### config.mk
export PLATFORM = sky130hd
export DESIGN_NAME = mlpfi_ctrl
export DESIGN_NICKNAME = d
export VERILOG_FILES = /design/src/rtl/core/mlpfi_pkg.sv /design/src/rtl/core/mlpfi_ctrl.sv
export SDC_FILE = /design/constraint.sdc
export NUM_CORES = 1
export LEC_CHECK = 0
export ABC_AREA = 1
export BUFFER_PORTS_ARGS = -buffer_cell sky130_fd_sc_hd__clkbuf_2
export CORE_MARGIN = 5
export CORE_UTILIZATION = 54
export DETAILED_ROUTE_END_ITERATION = 10
export MAX_ROUTING_LAYER = met4
export PLACE_DENSITY = 0.88
export SLEW_MARGIN = 20
export SYNTH_ARGS = -nofsm -noshare
export SYNTH_HDL_FRONTEND = slang
export SYNTH_SLANG_ARGS = --single-unit
### constraint.sdc
create_clock -name aclk -period 3.9 [get_ports aclk]
set_input_delay 0.195 -clock aclk [delete_from_list [all_inputs] [get_ports aclk]]
set_output_delay 0.195 -clock aclk [all_outputs]
set_load 0.01 [all_outputs]
### src/rtl/core/mlpfi_pkg.sv
package mlpfi_pkg;

    localparam int NODES     = 16;
    localparam int NODE_W    = 4;
    localparam int FRAC      = 12;
    localparam int ACC_W     = 38;
    localparam int WADDR_W   = 10;
    localparam int WDEPTH    = 768;
    localparam logic signed [15:0] ONE = 16'sd4096;
    localparam logic [15:0] TANH_TOP = 16'd65492;

    localparam logic [1:0] CMD_WEIGHT = 2'd0;
    localparam logic [1:0] CMD_INPUT  = 2'd1;
    localparam logic [1:0] CMD_EVAL   = 2'd2;

    localparam logic [1:0] ACT_IDENT = 2'd0;
    localparam logic [1:0] ACT_STEP  = 2'd1;
    localparam logic [1:0] ACT_TANH  = 2'd2;

    localparam logic [2:0] REG_NUM_LAYERS = 3'd0;
    localparam logic [2:0] REG_SIZE0      = 3'd1;
    localparam logic [2:0] REG_SIZE1      = 3'd2;
    localparam logic [2:0] REG_SIZE2      = 3'd3;
    localparam logic [2:0] REG_SIZE3      = 3'd4;
    localparam logic [2:0] REG_ACT1       = 3'd5;
    localparam logic [2:0] REG_ACT2       = 3'd6;
    localparam logic [2:0] REG_ACT3       = 3'd7;

    typedef struct packed {
        logic               wt_we;
        logic               wt_clear;
        logic [WADDR_W-1:0] wt_waddr;
        logic               in_we;
        logic [NODE_W-1:0]  in_addr;
        logic               mac_issue;
        logic [WADDR_W-1:0] rd_addr;
        logic               prev_inputs;
        logic               prev_bank;
        logic [NODE_W-1:0]  rd_branch;
        logic               acc_clr;
        logic               round_en;
        logic               sat_clr;
        logic [1:0]         act;
        logic               lv_we;
        logic               lv_bank;
        logic [NODE_W-1:0]  lv_node;
        logic               res_en;
        logic               out_load;
        logic               out_zero;
    } mlpfi_cmd_t;

    function automatic logic [15:0] tanh_tab(input logic [5:0] k);
        logic [15:0] v;
        case (k)
            6'd0:  v = 16'd0;     6'd1:  v = 16'd8150;  6'd2:  v = 16'd16051;
            6'd3:  v = 16'd23485; 6'd4:  v = 16'd30285; 6'd5:  v = 16'd36358;
            6'd6:  v = 16'd41625; 6'd7:  v = 16'd46145; 6'd8:  v = 16'd49912;
            6'd9:  v = 16'd53038; 6'd10: v = 16'd55593; 6'd11: v = 16'd57660;
            6'd12: v = 16'd59320; 6'd13: v = 16'd60643; 6'd14: v = 16'd61694;
            6'd15: v = 16'd62524; 6'd16: v = 16'd63179; 6'd17: v = 16'd63693;
            6'd18: v = 16'd64096; 6'd19: v = 16'd64412; 6'd20: v = 16'd64659;
            6'd21: v = 16'd64852; 6'd22: v = 16'd65003; 6'd23: v = 16'd65120;
            6'd24: v = 16'd65212; 6'd25: v = 16'd65283; 6'd26: v = 16'd65339;
            6'd27: v = 16'd65383; 6'd28: v = 16'd65417; 6'd29: v = 16'd65443;
            6'd30: v = 16'd65464; 6'd31: v = 16'd65480;
            default: v = TANH_TOP;
        endcase
        return v;
    endfunction

    function automatic logic [4:0] clamp_size(input logic [4:0] s);
        logic [4:0] r;
        r = s;
        if (s == 5'd0) r = 5'd1;
        else if (s > 5'(NODES)) r = 5'(NODES);
        return r;
    endfunction

endpackage

### src/rtl/core/mlpfi_ctrl.sv
module mlpfi_ctrl (
    input  logic                  aclk,
    input  logic                  aresetn,
    input  logic                  cfg_we,
    input  logic [2:0]            cfg_addr,
    input  logic [4:0]            cfg_wdata,
    input  logic                  in_valid,
    output logic                  in_ready,
    input  logic [1:0]            cmd_code,
    input  logic [1:0]            layer_index,
    input  logic [3:0]            node_index,
    input  logic [3:0]            branch_index,
    output logic                  out_valid,
    input  logic                  out_ready,
    output mlpfi_pkg::mlpfi_cmd_t cmd
);

    typedef enum logic [3:0] {
        S_CLEAR, S_IDLE, S_MAC, S_DRAIN1, S_DRAIN2, S_ROUND,
        S_ACT1, S_ACT2, S_WRITE, S_OUT
    } state_t;

    state_t      state_reg;
    logic [9:0]  clr_reg;
    logic [1:0]  layer_reg, last_reg;
    logic [3:0]  node_reg, br_reg, tgt_reg;
    logic [4:0]  np_reg;
    logic        bank_reg, zero_reg;
    logic [2:0]  nl_reg;
    logic [4:0]  size_reg [4];
    logic [1:0]  act_reg [1:3];
    logic        acc_in, out_free;
    logic [2:0]  nlc;
    logic [1:0]  last_next;

    function automatic logic [4:0] size_of(input logic [1:0] l, input logic [4:0] s [4]);
        return mlpfi_pkg::clamp_size(s[l]);
    endfunction

    assign in_ready = state_reg == S_IDLE;
    assign acc_in   = in_valid && in_ready;
    assign out_free = !out_valid || out_ready;
    assign nlc      = (nl_reg < 3'd2) ? 3'd2 : (nl_reg > 3'd4) ? 3'd4 : nl_reg;
    assign last_next = 2'(nlc - 3'd1);

    always_comb begin
        cmd             = '0;
        cmd.wt_clear    = state_reg == S_CLEAR;
        cmd.wt_we       = cmd.wt_clear ||
                          (acc_in && cmd_code == mlpfi_pkg::CMD_WEIGHT && layer_index != 2'd0);
        cmd.wt_waddr    = cmd.wt_clear ? clr_reg
                        : {2'(layer_index - 2'd1), node_index, branch_index};
        cmd.in_we       = acc_in && cmd_code == mlpfi_pkg::CMD_INPUT;
        cmd.in_addr     = node_index;
        cmd.mac_issue   = state_reg == S_MAC;
        cmd.rd_addr     = {2'(layer_reg - 2'd1), node_reg, br_reg};
        cmd.prev_inputs = layer_reg == 2'd1;
        cmd.prev_bank   = !bank_reg;
        cmd.rd_branch   = br_reg;
        cmd.acc_clr     = state_reg == S_MAC && br_reg == 4'd0;
        cmd.round_en    = state_reg == S_ROUND;
        cmd.sat_clr     = acc_in && cmd_code == mlpfi_pkg::CMD_EVAL;
        cmd.act         = (layer_reg == 2'd0) ? mlpfi_pkg::ACT_IDENT : act_reg[layer_reg];
        cmd.lv_we       = state_reg == S_WRITE && layer_reg != last_reg;
        cmd.res_en      = state_reg == S_WRITE && layer_reg == last_reg;
        cmd.lv_bank     = bank_reg;
        cmd.lv_node     = node_reg;
        cmd.out_load    = state_reg == S_OUT && out_free;
        cmd.out_zero    = zero_reg;
    end

    always_ff @(posedge aclk) begin
        if (!aresetn) begin
            state_reg <= S_CLEAR;
            clr_reg   <= '0;
            out_valid <= 1'b0;
            nl_reg    <= 3'd3;
            for (int i = 0; i < 4; i++) begin
                size_reg[i] <= 5'd16;
            end
            for (int i = 1; i < 4; i++) begin
                act_reg[i] <= mlpfi_pkg::ACT_IDENT;
            end
            layer_reg <= 2'd1;
            last_reg  <= 2'd2;
            node_reg  <= '0;
            br_reg    <= '0;
            tgt_reg   <= '0;
            np_reg    <= 5'd1;
            bank_reg  <= 1'b0;
            zero_reg  <= 1'b0;
        end else begin
            if (cfg_we) begin
                unique case (cfg_addr)
                    mlpfi_pkg::REG_NUM_LAYERS: nl_reg      <= cfg_wdata[2:0];
                    mlpfi_pkg::REG_SIZE0:      size_reg[0] <= cfg_wdata;
                    mlpfi_pkg::REG_SIZE1:      size_reg[1] <= cfg_wdata;
                    mlpfi_pkg::REG_SIZE2:      size_reg[2] <= cfg_wdata;
                    mlpfi_pkg::REG_SIZE3:      size_reg[3] <= cfg_wdata;
                    mlpfi_pkg::REG_ACT1:       act_reg[1]  <= cfg_wdata[1:0];
                    mlpfi_pkg::REG_ACT2:       act_reg[2]  <= cfg_wdata[1:0];
                    mlpfi_pkg::REG_ACT3:       act_reg[3]  <= cfg_wdata[1:0];
                    default: ;
                endcase
            end
            if (cmd.out_load) begin
                out_valid <= 1'b1;
            end else if (out_ready) begin
                out_valid <= 1'b0;
            end
            unique case (state_reg)
                S_CLEAR: begin
                    clr_reg <= clr_reg + 10'd1;
                    if (clr_reg == 10'(mlpfi_pkg::WDEPTH - 1)) begin
                        state_reg <= S_IDLE;
                    end
                end
                S_IDLE: begin
                    if (acc_in && cmd_code == mlpfi_pkg::CMD_EVAL) begin
                        tgt_reg  <= node_index;
                        last_reg <= last_next;
                        if ({1'b0, node_index} >= size_of(last_next, size_reg)) begin
                            zero_reg  <= 1'b1;
                            state_reg <= S_OUT;
                        end else begin
                            zero_reg  <= 1'b0;
                            layer_reg <= 2'd1;
                            bank_reg  <= 1'b0;
                            np_reg    <= size_of(2'd0, size_reg);
                            br_reg    <= '0;
                            node_reg  <= (last_next == 2'd1) ? node_index : 4'd0;
                            state_reg <= S_MAC;
                        end
                    end
                end
                S_MAC: begin
                    br_reg <= br_reg + 4'd1;
                    if ({1'b0, br_reg} == np_reg - 5'd1) begin
                        br_reg    <= '0;
                        state_reg <= S_DRAIN1;
                    end
                end
                S_DRAIN1: state_reg <= S_DRAIN2;
                S_DRAIN2: state_reg <= S_ROUND;
                S_ROUND:  state_reg <= S_ACT1;
                S_ACT1:   state_reg <= S_ACT2;
                S_ACT2:   state_reg <= S_WRITE;
                S_WRITE: begin
                    if (layer_reg == last_reg) begin
                        state_reg <= S_OUT;
                    end else if ({1'b0, node_reg} == size_of(layer_reg, size_reg) - 5'd1) begin
                        layer_reg <= layer_reg + 2'd1;
                        np_reg    <= size_of(layer_reg, size_reg);
                        bank_reg  <= !bank_reg;
                        node_reg  <= (2'(layer_reg + 2'd1) == last_reg) ? tgt_reg : 4'd0;
                        state_reg <= S_MAC;
                    end else begin
                        node_reg  <= node_reg + 4'd1;
                        state_reg <= S_MAC;
                    end
                end
                S_OUT: begin
                    if (out_free) begin
                        state_reg <= S_IDLE;
                    end
                end
                default: state_reg <= S_IDLE;
            endcase
        end
    end

endmodule

==> results of run 1 <==
[tightest hold or removal path, delay by kind of cell]
family / cells / cell delay (ns)
buffers and inverters: 1 / 0.13
AND/OR/NAND/NOR: 2 / 0.13
[kinds of logic (layout without fill, tap and decap cells)]
group / Yosys count / after routing / synth area share (%)
AOI/OAI and AO/OA: 117 / 117 / 15.2
and+or+nand+nor: 315 / 315 / 31.9
xor gates and xnor gates: 11 / 11 / 2.24
buffers and inverters: 129 / 190 / 13.0
DFF: 69 / 69 / 33.5
adders and majority gates: 14 / 14 / 4.08
[area by class of cell]
| cell class | count | area [µm²] | share of cell area (%) |
|---|---|---|---|
| multi-input combinational | 457 | 2300 | 47.3 |
| clock inverter | 5 | 81.3 | 1.68 |
| timing repair buffer | 76 | 385 | 7.94 |
| tap | 102 | 128 | 2.63 |
| clock buffer | 11 | 153 | 3.15 |
| inverter | 98 | 368 | 7.58 |
| sequential | 69 | 1440 | 29.7 |
[synth_stat cells, types with 3 or more instances]
cell type  number  area (µm²)
xnor2_1         3        26.3
nand3_2         4        40.0
buf_4          16         120
nand4_1         8        50.1
a21oi_1        41         205
inv_1          92         345
edfxtp_1        6         180
xor2_1          8        70.1
dfxtp_1        63        1260
ha_1           14         175
o21ai_0        49         245
nand2_2        10        62.6
nor2_1         94         353
nand2_1       138         518
o22ai_1         6        37.5
o211ai_1        7        52.6
nor3_1          5        25.0
clkbuf_1       12        45.0
inv_2           6        22.5
nand3_1        44         220
[path summary, 6_finish.rpt]
kind                            slack (ns)          end  depth (start not counted)
worst min-delay path                  0.13  size_reg[4]                          3
worst max-delay path                  0.38     register                         23
worst max register to register        0.38     register                         23
worst min register to register        0.47   tgt_reg[3]                          2
[layer usage]
metal	wire length, µm	GRT usage (%)	vias up
met1	4580	28.4	1975
met3	828	4.07	35
met5	0	-	-
met2	5220	38.2	185
li1	-	-	2206
met4	352	10.6	0
[power groups by stage]
stage          Sequential, mW  Clock [mW]  Combinational [mW]
2_1_floorplan           0.838           0               0.562
3_3_place_gp            0.846           0               0.705
3_5_place_dp            0.850           0               0.750
4_1_cts                 0.834       0.677               0.756
5_1_grt                 0.845       0.711               0.855
6_report                0.837       0.672               0.754
==> results_tabular.tex, run 1 <==
\begin{tabular}{lr}
\hline
Metric & Value \\
\hline
\multicolumn{2}{l}{\textbf{Power}} \\
\quad Static leakage & between 2 and 2.5 nW \\
\quad Maximum VDD drop & 0.000299 V \\
\quad Net switching component of the power & between 0.8 and 0.9 mW \\
\quad Switching share of power & a little over a third \\
\quad Sequential share of power & between 30\% and 40\% \\
\quad Clock network power share & between 20 and 30\% \\
\quad Logic pwr share & about 33\% \\
\quad Total Power & 2.26 mW \\
\quad Internal power & between 1 and 1.5 mW \\
\quad P per Cell Area & between 400 and 500 nW/µm² \\
\multicolumn{2}{l}{\textbf{Global routing}} \\
\quad Gr ovfl total & 0 \\
\quad First-pass GRT wire length & roughly 19000 µm \\
\quad Largest net degree at the start of global routing & 54 \\
\quad All-layer global routing usage & 23.5\% \\
\quad Via count of the first global-routing pass & around 4200 \\
\quad Antenna violations before repair & 0 \\
\multicolumn{2}{l}{\textbf{Floorplan}} \\
\quad Die area & a little under 10000 µm² \\
\quad Area of the core & 7730 µm² \\
\quad Initial cell density of the core & between 50\% and 60\% \\
\quad Number of core rows & 32 \\
\quad Number of top-level design ports & 75 \\
\quad Height of the die & roughly 99 µm \\
\quad Die W & about 99 µm \\
\multicolumn{2}{l}{\textbf{Layout}} \\
\quad Commonest cells after routing, fill and taps aside & nand2\_1, nor2\_1, inv\_1 \\
\quad Signed area change from the synthesized netlist to the final layout & 12.9\% \\
\quad Post-route insts no fill & slightly above 800 \\
\quad Core utilization of the finished layout & a little over three fifths \\
\quad Final instance area & 4850 µm² \\
\quad Fill cells & approximately 700 \\
\quad Fraction of layout cells with a size suffix above 1 & 16.6\% \\
\quad Antenna diode count & 0 \\
\quad Largest register FFs & 20 \\
\quad Net total in the final layout & 750 \\
\quad Most frequent standard cell in the layout excluding fill and tap cells & nand2\_1 \\
\multicolumn{2}{l}{\textbf{Clocking}} \\
\quad Inserted Clock Buffers & 9 \\
\quad Clock tree from TritonCTS & built \\
\quad Setup Fix Bufs, Post-CTS & 0 \\
\quad CTS HTree Levels & 3 \\
\quad Number of hold buffers added after cts & 0 \\
\quad CTS clock-pin slew for the worst setup and hold paths & 0.07 ns \\
\quad Clk sink count & between 60 and 70 \\
\quad Clock insertion delay at the later pin of the skew report & roughly 0.36 ns \\
\quad Root Buffer Master & clkbuf\_8 \\
\quad Worst-case clock buffer depth & 2 \\
\quad PostCTS Resize Cnt & 0 \\
\multicolumn{2}{l}{\textbf{Timing}} \\
\quad Setup repair after global routing missed its margin & false \\
\quad Post-layout min period & 3.52 ns \\
\quad Relative slew margins & 37.8\% \\
\quad Worst-case hold slack & 0.133 ns \\
\quad Transition at the pin with the smallest max-transition slack & between 0.9 and 1 ns \\
\quad Setup violations, final & 0 \\
\quad Final total negative setup slack & 0 ns \\
\quad Final Max Slew Viols & 0 \\
\quad Fmax & 284 MHz \\
\quad Final worst path period share & 90.4\% \\
\quad Final number of hold-violating endpoints & 0 \\
\quad Worst Slack Setup Final & roughly 0.38 ns \\
\quad Final Skew & 0.00990 ns \\
\multicolumn{2}{l}{\textbf{Detailed routing}} \\
\quad Post-route DRC violation count & 0 \\
\quad Initial DRT Pass Iterations & 6 \\
\quad Antenna Nets Post-Route & 0 \\
\quad Wire length after detailed routing & roughly 11000 µm \\
\quad Via/cell ratio & between 5 and 6 \\
\quad Total number of vias & roughly 4400 \\
\quad Drt initial violations & about 370 \\
\quad Average detailed-routed wire length per instance & 13.4 µm \\
\multicolumn{2}{l}{\textbf{Hold path}} \\
\quad Worst Hold Launch & cfg\_wdata[4] \\
\quad Hold/Removal Path Class & input port to register \\
\multicolumn{2}{l}{\textbf{Worst setup path}} \\
\quad Crit Path Class & register to register \\
\quad Required time of the worst setup path & between 4 and 5 ns \\
\quad Worst r2r src & nl\_reg[2] \\
\quad Cell family with most CP delay & simple AND/OR/NAND/NOR gates \\
\quad Type of origin of the critical path & register \\
\quad Crit path arrival time & about 3.8 ns \\
\quad Endpoint kind of the worst setup timing path & register \\
\quad Most used cell, CP & nand2\_1 \\
\quad Worst path buffer plus inverter count & 3 \\
\quad Slowest CP cell & ha\_1 \\
\quad Worst-path fanout max & 12 \\
\quad Critical Path Max Stage Delay & roughly 0.37 ns \\
\quad Worst path cell trace & inv\_1 -> nand3\_1 -> ha\_1 -> inv\_1 -> o21ai\_0 -> a21oi\_1 -> a21oi\_1 -> nor2\_1 -> nand3b\_1 -> nand2\_1 -> nand2\_1 -> ha\_1 -> a21boi\_0 -> o21a\_1 -> o21ai\_0 -> nand2\_1 -> nand3\_1 -> nand2\_1 -> nor2\_1 -> nand3\_2 -> inv\_1 -> nand2\_1 -> nand3\_1 \\
\quad Critical Path Source & nl\_reg[2] \\
\multicolumn{2}{l}{\textbf{Logic synthesis}} \\
\quad Post-synth ARST share & 0\% \\
\quad Syn avg cell area & 6.56 µm² \\
\quad Number of distinct library cell variants in the gate-level netlist after synthesis & 39 \\
\quad Post-synthesis cell count & around 660 \\
\quad Net count after synthesis & a little under 700 \\
\quad Main flop type after synthesis & dfxtp\_1 \\
\quad Area of the mapped netlist & 4300 µm² \\
\quad Number of synthesized flops with an enable pin & 6 \\
\quad Flip-flop and latch count after synthesis & $\sim$70 \\
\quad Register area share after synthesis & about a third \\
\quad YS warnings & 0 \\
\multicolumn{2}{l}{\textbf{Placement}} \\
\quad Count of buffers from port buffering & 74 \\
\quad Placed wire-length estimate after detailed placement & roughly 8500 µm \\
\quad Placed cells & approximately 800 \\
\quad Placed Instance Area & $\sim$4600 µm² \\
\quad Dpl ws & 0.464 ns \\
\quad Final GP Congestion & approximately 0.95 \\
\multicolumn{2}{l}{\textbf{Flow run}} \\
\quad Maximum Capacitance Violations & 0 \\
\multicolumn{2}{l}{\textbf{Run status}} \\
\quad Result of the run & finished, final reports clean \\
\hline
\end{tabular}
(Power assumes the default switching activity.)
==> run 2, diff against run 1 <==
--- a/config.mk
+++ b/config.mk
@@ -9,6 +9,7 @@
 export BUFFER_PORTS_ARGS = -buffer_cell sky130_fd_sc_hd__clkbuf_2
 export CORE_MARGIN = 5
 export CORE_UTILIZATION = 54
+export CTS_BUF_LIST = sky130_fd_sc_hd__clkbuf_8 sky130_fd_sc_hd__clkbuf_16
 export DETAILED_ROUTE_END_ITERATION = 10
 export MAX_ROUTING_LAYER = met4
 export PLACE_DENSITY = 0.88
==> run 2 against run 1 <==
  * Global-route usage stayed put
  * Utilization stayed put
  * Via count down 0.32%
  * Sequential share of layout area is the same
==> results_tabular.tex, run 2 (synthesis results as in run 1) <==
\begin{tabular}{lr}
\hline
Metric & Value \\
\hline
\multicolumn{2}{l}{\textbf{Timing}} \\
\quad Transition at the pin with the smallest max-transition slack & between 0.9 and 1 ns \\
\quad Setup repair after global routing missed its margin & false \\
\quad Final Skew & 0.00884 ns \\
\quad Worst-case hold slack & about 0.14 ns \\
\quad Relative slew margins & between 30\% and 40\% \\
\quad Post-layout min period & $\sim$3.5 ns \\
\quad Worst Slack Setup Final & about 0.37 ns \\
\quad Final worst path period share & between 90\% and 100\% \\
\quad Final total negative setup slack & 0 ns \\
\quad Setup violations, final & 0 \\
\quad Fmax & approximately 280 MHz \\
\quad Final Max Slew Viols & 0 \\
\quad Final number of hold-violating endpoints & 0 \\
\multicolumn{2}{l}{\textbf{Worst setup path}} \\
\quad Worst-case reg-to-reg path depth & 23 \\
\quad Worst-path fanout max & 12 \\
\quad Most used cell, CP & nand2\_1 \\
\quad Type of origin of the critical path & register \\
\quad Critical Path Max Stage Delay & roughly 0.37 ns \\
\quad Required time of the worst setup path & about 4.2 ns \\
\quad Endpoint kind of the worst setup timing path & register \\
\quad Crit Path Class & register to register \\
\quad Crit path arrival time & around 3.8 ns \\
\quad Worst path cell trace & inv\_1 -> nand3\_1 -> ha\_1 -> inv\_1 -> o21ai\_0 -> a21oi\_1 -> a21oi\_1 -> nor2\_1 -> nand3b\_1 -> nand2\_1 -> nand2\_1 -> ha\_1 -> a21boi\_0 -> o21a\_1 -> o21ai\_0 -> nand2\_1 -> nand3\_1 -> nand2\_1 -> nor2\_1 -> nand3\_2 -> inv\_1 -> nand2\_1 -> nand3\_1 \\
\quad Slowest CP cell & ha\_1 \\
\multicolumn{2}{l}{\textbf{Power}} \\
\quad Sequential share of power & roughly 37\% \\
\quad Clock network power share & between 20 and 30\% \\
\quad Maximum VDD drop & 0.000296 V \\
\quad Logic pwr share & 33.4\% \\
\quad Internal power & between 1 and 1.5 mW \\
\quad Net switching component of the power & 0.820 mW \\
\quad Static leakage & 2.32 nW \\
\quad Total Power & 2.26 mW \\
\quad Switching share of power & a little over a third \\
\quad P per Cell Area & roughly 470 nW/µm² \\
\multicolumn{2}{l}{\textbf{Clocking}} \\
\quad Root Buffer Master & clkbuf\_8 \\
\quad Number of hold buffers added after cts & 0 \\
\quad Clock tree from TritonCTS & built \\
\quad Clk sink count & between 60 and 70 \\
\quad CTS clock-pin slew for the worst setup and hold paths & 0.07 ns \\
\quad Inserted Clock Buffers & 9 \\
\quad Setup Fix Bufs, Post-CTS & 0 \\
\quad Clock insertion delay at the later pin of the skew report & between 0.3 and 0.4 ns \\
\quad Worst-case clock buffer depth & 2 \\
\quad CTS HTree Levels & 3 \\
\quad PostCTS Resize Cnt & 0 \\
\multicolumn{2}{l}{\textbf{Layout}} \\
\quad Signed area change from the synthesized netlist to the final layout & 12.9\% \\
\quad Commonest cells after routing, fill and taps aside & nand2\_1, nor2\_1, inv\_1 \\
\quad Most frequent standard cell in the layout excluding fill and tap cells & nand2\_1 \\
\quad Fraction of layout cells with a size suffix above 1 & between 15 and 20\% \\
\quad Antenna diode count & 0 \\
\quad Largest register FFs & 20 \\
\quad Net total in the final layout & 750 \\
\quad Core utilization of the finished layout & a little over three fifths \\
\multicolumn{2}{l}{\textbf{Floorplan}} \\
\quad Area of the core & around 7700 µm² \\
\quad Number of core rows & 32 \\
\quad Die area & between 9000 and 10000 µm² \\
\quad Height of the die & roughly 99 µm \\
\quad Initial cell density of the core & about 56\% \\
\quad Die W & $\sim$99 µm \\
\quad Number of top-level design ports & between 70 and 80 \\
\multicolumn{2}{l}{\textbf{Detailed routing}} \\
\quad Antenna Nets Post-Route & 0 \\
\quad Post-route DRC violation count & 0 \\
\quad Drt initial violations & $\sim$370 \\
\quad Wire length after detailed routing & about 11000 µm \\
\quad Total number of vias & $\sim$4400 \\
\quad Average detailed-routed wire length per instance & 13.4 µm \\
\quad Initial DRT Pass Iterations & 8 \\
\quad Via/cell ratio & between 5 and 6 \\
\multicolumn{2}{l}{\textbf{Global routing}} \\
\quad Gr ovfl total & 0 \\
\quad Largest net degree at the start of global routing & between 50 and 60 \\
\quad First-pass GRT wire length & around 19000 µm \\
\quad Via count of the first global-routing pass & 4223 \\
\quad Antenna violations before repair & 0 \\
\quad All-layer global routing usage & between 20\% and 30\% \\
\multicolumn{2}{l}{\textbf{Hold path}} \\
\quad Hold Path Cell Cnt & 3 \\
\quad Hold/Removal Path Class & input port to register \\
\multicolumn{2}{l}{\textbf{Placement}} \\
\quad Dpl ws & approximately 0.46 ns \\
\quad Final GP Congestion & roughly 0.95 \\
\quad Placed wire-length estimate after detailed placement & around 8500 µm \\
\quad Count of buffers from port buffering & between 70 and 80 \\
\multicolumn{2}{l}{\textbf{Run status}} \\
\quad Result of the run & finished, final reports clean \\
\multicolumn{2}{l}{\textbf{Flow run}} \\
\quad Maximum Capacitance Violations & 0 \\
\hline
\end{tabular}
[run 2: cell count changes in the layout (fill, tap and decap cells not counted), sizes merged]
cell / previous run / this run
clkbuf: 85 / 84
inv: 98 / 99
[run 2: cell type report]
| cell class | instances | area [µm²] |
|---|---|---|
| clock buffers | 10 | 149 |
| clock inverters | 6 | 85.1 |
| fillers | 701 | 2880 |
| inverters | 98 | 368 |
| multi-input cells | 457 | 2300 |
| flip-flops and latches | 69 | 1440 |
| well taps | 102 | 128 |
| repair buffers | 76 | 385 |
[run 2: stage by stage]
stage | instance area (µm²) | instances
6_report | 4850 | 818
5_1_grt | 4850 | 818
4_1_cts | 4850 | 818
3_5_place_dp | 4620 | 802
3_3_place_gp | 4620 | 802
2_1_floorplan | 4300 | 655
[run 2: final timing paths]
check	start	end	slack [ns]
worst max-delay path	nl_reg[2]	register	0.37
worst min register to register	tgt_reg[3]	tgt_reg[3]	0.47
worst min-delay path	cfg_wdata[4]	size_reg[4]	0.14
worst max register to register	nl_reg[2]	register	0.37
[run 2: worst max-delay path, delay by kind of cell (launching register included)]
kind / cells / cell delay [ns]
flops: 1 / 0.31
buf+inv: 3 / 0.39
simple gates: 12 / 1.34
fa+ha+maj: 2 / 0.63
compound gates: 6 / 0.76
[run 2: power groups by stage]
| stage | logic [mW] | registers, mW | clock network (mW) |
|---|---|---|---|
| after detailed placement | 0.750 | 0.850 | 0 |
| final | 0.754 | 0.836 | 0.667 |
| after CTS | 0.756 | 0.834 | 0.674 |
| after global routing | 0.855 | 0.845 | 0.709 |
| after global placement | 0.705 | 0.846 | 0 |
| after floorplan | 0.562 | 0.838 | 0 |
[run 2: metal layers]
layer	share of wire (%)	GRT usage [%]
met5	0	-
met4	3.3	10.6
met3	7.0	4.07
met2	48	38.2
met1	42	28.4
==> run 3, diff against run 2 <==
--- a/config.mk
+++ b/config.mk
@@ -11,8 +11,8 @@
 export CORE_UTILIZATION = 54
 export CTS_BUF_LIST = sky130_fd_sc_hd__clkbuf_8 sky130_fd_sc_hd__clkbuf_16
 export DETAILED_ROUTE_END_ITERATION = 10
-export MAX_ROUTING_LAYER = met4
 export PLACE_DENSITY = 0.88
+export RECOVER_POWER = 100
 export SLEW_MARGIN = 20
 export SYNTH_ARGS = -nofsm -noshare
 export SYNTH_HDL_FRONTEND = slang
==> run 3 against run 2 <==
  * Clock-buffer cell count increased by 1
  * Register-to-register slack improved by 0.06 ns
  * Largest cell class unchanged
  * Clock skew increased by 0.0047 ns
  * Cell count unchanged
  * Non-clock buffer count unchanged
  * Clock power decreased by 12%
  * Worst setup slack improved by 0.056 ns
  * Flip-flop and latch count unchanged
  * First-iteration DRC count increased by 37%
  * Sequential power about the same
  * Combinational power decreased by 4.2%
  * Routed wire length decreased by 1.3%
==> results_tabular.tex, run 3 (synthesis results as in run 1) <==
\begin{tabular}{lr}
\hline
Metric & Value \\
\hline
\multicolumn{2}{l}{\textbf{Layout}} \\
\quad Largest register FFs & 20 \\
\quad Fill cells & between 600 and 700 \\
\quad Most frequent standard cell in the layout excluding fill and tap cells & nand2\_1 \\
\quad Commonest cells after routing, fill and taps aside & nand2\_1, inv\_1, nor2\_1 \\
\quad Net total in the final layout & 750 \\
\quad Core utilization of the finished layout & roughly three fifths \\
\quad Signed area change from the synthesized netlist to the final layout & 10.6\% \\
\quad Fraction of layout cells with a size suffix above 1 & 8.94\% \\
\quad Post-route insts no fill & between 800 and 900 \\
\quad Antenna diode count & 0 \\
\multicolumn{2}{l}{\textbf{Timing}} \\
\quad Setup violations, final & 0 \\
\quad Transition at the pin with the smallest max-transition slack & 0.925 ns \\
\quad Worst Slack Setup Final & $\sim$0.43 ns \\
\quad Final Max Slew Viols & 0 \\
\quad Fmax & 288 MHz \\
\quad Relative slew margins & 38.3\% \\
\quad Final total negative setup slack & 0 ns \\
\quad Post-layout min period & 3.47 ns \\
\quad Setup repair after global routing missed its margin & false \\
\quad Final number of hold-violating endpoints & 0 \\
\quad Final worst path period share & about nine tenths \\
\quad Final Skew & $\sim$0.013 ns \\
\multicolumn{2}{l}{\textbf{Global routing}} \\
\quad First-pass GRT wire length & 18400 µm \\
\quad Met2 track demand over resource & 37.0\% \\
\quad All-layer global routing usage & between 20\% and 30\% \\
\quad Antenna violations before repair & 0 \\
\quad Met3 demand-to-capacity share in global routing & 4.63\% \\
\quad Largest net degree at the start of global routing & 54 \\
\quad Gr busiest metal & met2 \\
\quad Global-route met1 utilization & roughly 29\% \\
\quad Gr ovfl total & 0 \\
\quad Via count of the first global-routing pass & 4001 \\
\multicolumn{2}{l}{\textbf{Clocking}} \\
\quad CTS clock-pin slew for the worst setup and hold paths & 0.07 ns \\
\quad Worst-case clock buffer depth & 2 \\
\quad PostCTS Resize Cnt & 0 \\
\quad Setup Fix Bufs, Post-CTS & 0 \\
\quad Clock tree from TritonCTS & built \\
\quad Clock insertion delay at the later pin of the skew report & around 0.36 ns \\
\quad Root Buffer Master & clkbuf\_8 \\
\quad Inserted Clock Buffers & 9 \\
\quad Number of hold buffers added after cts & 0 \\
\quad Clk sink count & 69 \\
\quad CTS HTree Levels & 3 \\
\multicolumn{2}{l}{\textbf{Floorplan}} \\
\quad Area of the core & slightly below 8000 µm² \\
\quad Height of the die & roughly 100 µm \\
\quad Initial cell density of the core & 55.6\% \\
\quad Number of core rows & 32 \\
\quad Number of top-level design ports & 75 \\
\quad Die W & approximately 99 µm \\
\quad Die area & roughly 9800 µm² \\
\multicolumn{2}{l}{\textbf{Worst setup path}} \\
\quad Endpoint kind of the worst setup timing path & register \\
\quad Cell family with most CP delay & simple AND/OR/NAND/NOR gates \\
\quad Crit path arrival time & about 3.8 ns \\
\quad Required time of the worst setup path & between 4 and 5 ns \\
\quad Worst-path fanout max & 12 \\
\quad Worst r2r src & nl\_reg[2] \\
\quad Type of origin of the critical path & register \\
\quad Critical Path Max Stage Delay & about 0.38 ns \\
\quad Critical Path Source & nl\_reg[2] \\
\quad Slowest CP cell & ha\_1 \\
\quad Worst path buffer plus inverter count & 3 \\
\quad Most used cell, CP & nand2\_1 \\
\quad Crit Path Class & register to register \\
\quad Worst path cell trace & inv\_1 -> nand3\_1 -> ha\_1 -> inv\_1 -> o21ai\_0 -> a21oi\_1 -> a21oi\_1 -> nor2\_1 -> nand3b\_1 -> nand2\_1 -> nand2\_1 -> ha\_1 -> a21boi\_0 -> o21a\_1 -> o21ai\_0 -> nand2\_1 -> nand3\_1 -> nand2\_1 -> nor2\_1 -> nand3\_2 -> inv\_1 -> nand2\_1 -> nand3\_1 \\
\multicolumn{2}{l}{\textbf{Hold path}} \\
\quad Worst Hold Launch & cfg\_wdata[4] \\
\quad Hold/Removal Path Class & input port to register \\
\multicolumn{2}{l}{\textbf{Detailed routing}} \\
\quad Antenna Nets Post-Route & 0 \\
\quad Average detailed-routed wire length per instance & 13.2 µm \\
\quad Drt initial violations & between 500 and 600 \\
\quad Post-route DRC violation count & 0 \\
\quad Total number of vias & approximately 4400 \\
\quad Initial DRT Pass Iterations & 5 \\
\quad Via/cell ratio & about 5.4 \\
\quad Wire length after detailed routing & $\sim$11000 µm \\
\multicolumn{2}{l}{\textbf{Power}} \\
\quad P per Cell Area & between 400 and 500 nW/µm² \\
\quad Maximum VDD drop & between 0.0002 and 0.0003 V \\
\quad Static leakage & 2.15 nW \\
\multicolumn{2}{l}{\textbf{Flow run}} \\
\quad Maximum Capacitance Violations & 0 \\
\multicolumn{2}{l}{\textbf{Placement}} \\
\quad Placed cells & $\sim$800 \\
\quad Count of buffers from port buffering & 74 \\
\quad Placed wire-length estimate after detailed placement & 8310 µm \\
\quad Dpl ws & about 0.50 ns \\
\quad Final GP Congestion & roughly 0.93 \\
\multicolumn{2}{l}{\textbf{Run status}} \\
\quad Result of the run & finished, final reports clean \\
\hline
\end{tabular}
run 3: layout make-up:
cell class	count	area [µm²]	area share, %
clock buffers	11	151	3.19
inverters	98	368	7.74
clock inverters	5	51.3	1.08
repair buffers	76	320	6.74
multi-input cells	457	2290	48.2
well taps	102	128	2.68
flip-flops and latches	69	1440	30.3
run 3: power by group:
part,leakage [nW],switching (mW),internal (mW)
Clock,0.112,0.264,0.326
Sequential,0.569,0.0562,0.779
Combinational,1.47,0.482,0.241
Total,2.15,0.802,1.35
run 3: per-stage QoR:
stage | instance area (µm²) | power (mW) | hold WS (ns)
2_1_floorplan | 4300 | 1.40 | 0.321
3_3_place_gp | 4620 | 1.55 | 0.440
3_5_place_dp | 4620 | 1.59 | 0.448
4_1_cts | 4820 | 2.17 | 0.128
5_1_grt | 4750 | 2.31 | 0.143
6_report | 4750 | 2.15 | 0.131
run 3: worst register-to-register path: cells and delay by family, from the launching register on:
| family | cells | cell delay (ns) |
|---|---|---|
| buffers and inverters | 3 | 0.41 |
| adder cells (fa/ha/maj) | 2 | 0.64 |
| AO/OA/AOI/OAI | 6 | 0.75 |
| AND/OR/NAND/NOR | 12 | 1.32 |
| flip-flops | 1 | 0.30 |
run 3: worst paths after layout:
kind	end	slack [ns]	cells past startpoint
max	layer_reg[0]	0.43	23
min	size_reg[4]	0.13	3
min reg2reg	tgt_reg[2]	0.46	2
max reg2reg	layer_reg[0]	0.43	23
run 3: layer usage:
layer / share of wire, % / vias to the layer above / wire, µm
met5: 0 / - / 0
li1: - / 2203 / -
met2: 46 / 194 / 5000
met4: 3.4 / 0 / 371
met3: 7.7 / 33 / 827
met1: 43 / 1953 / 4600
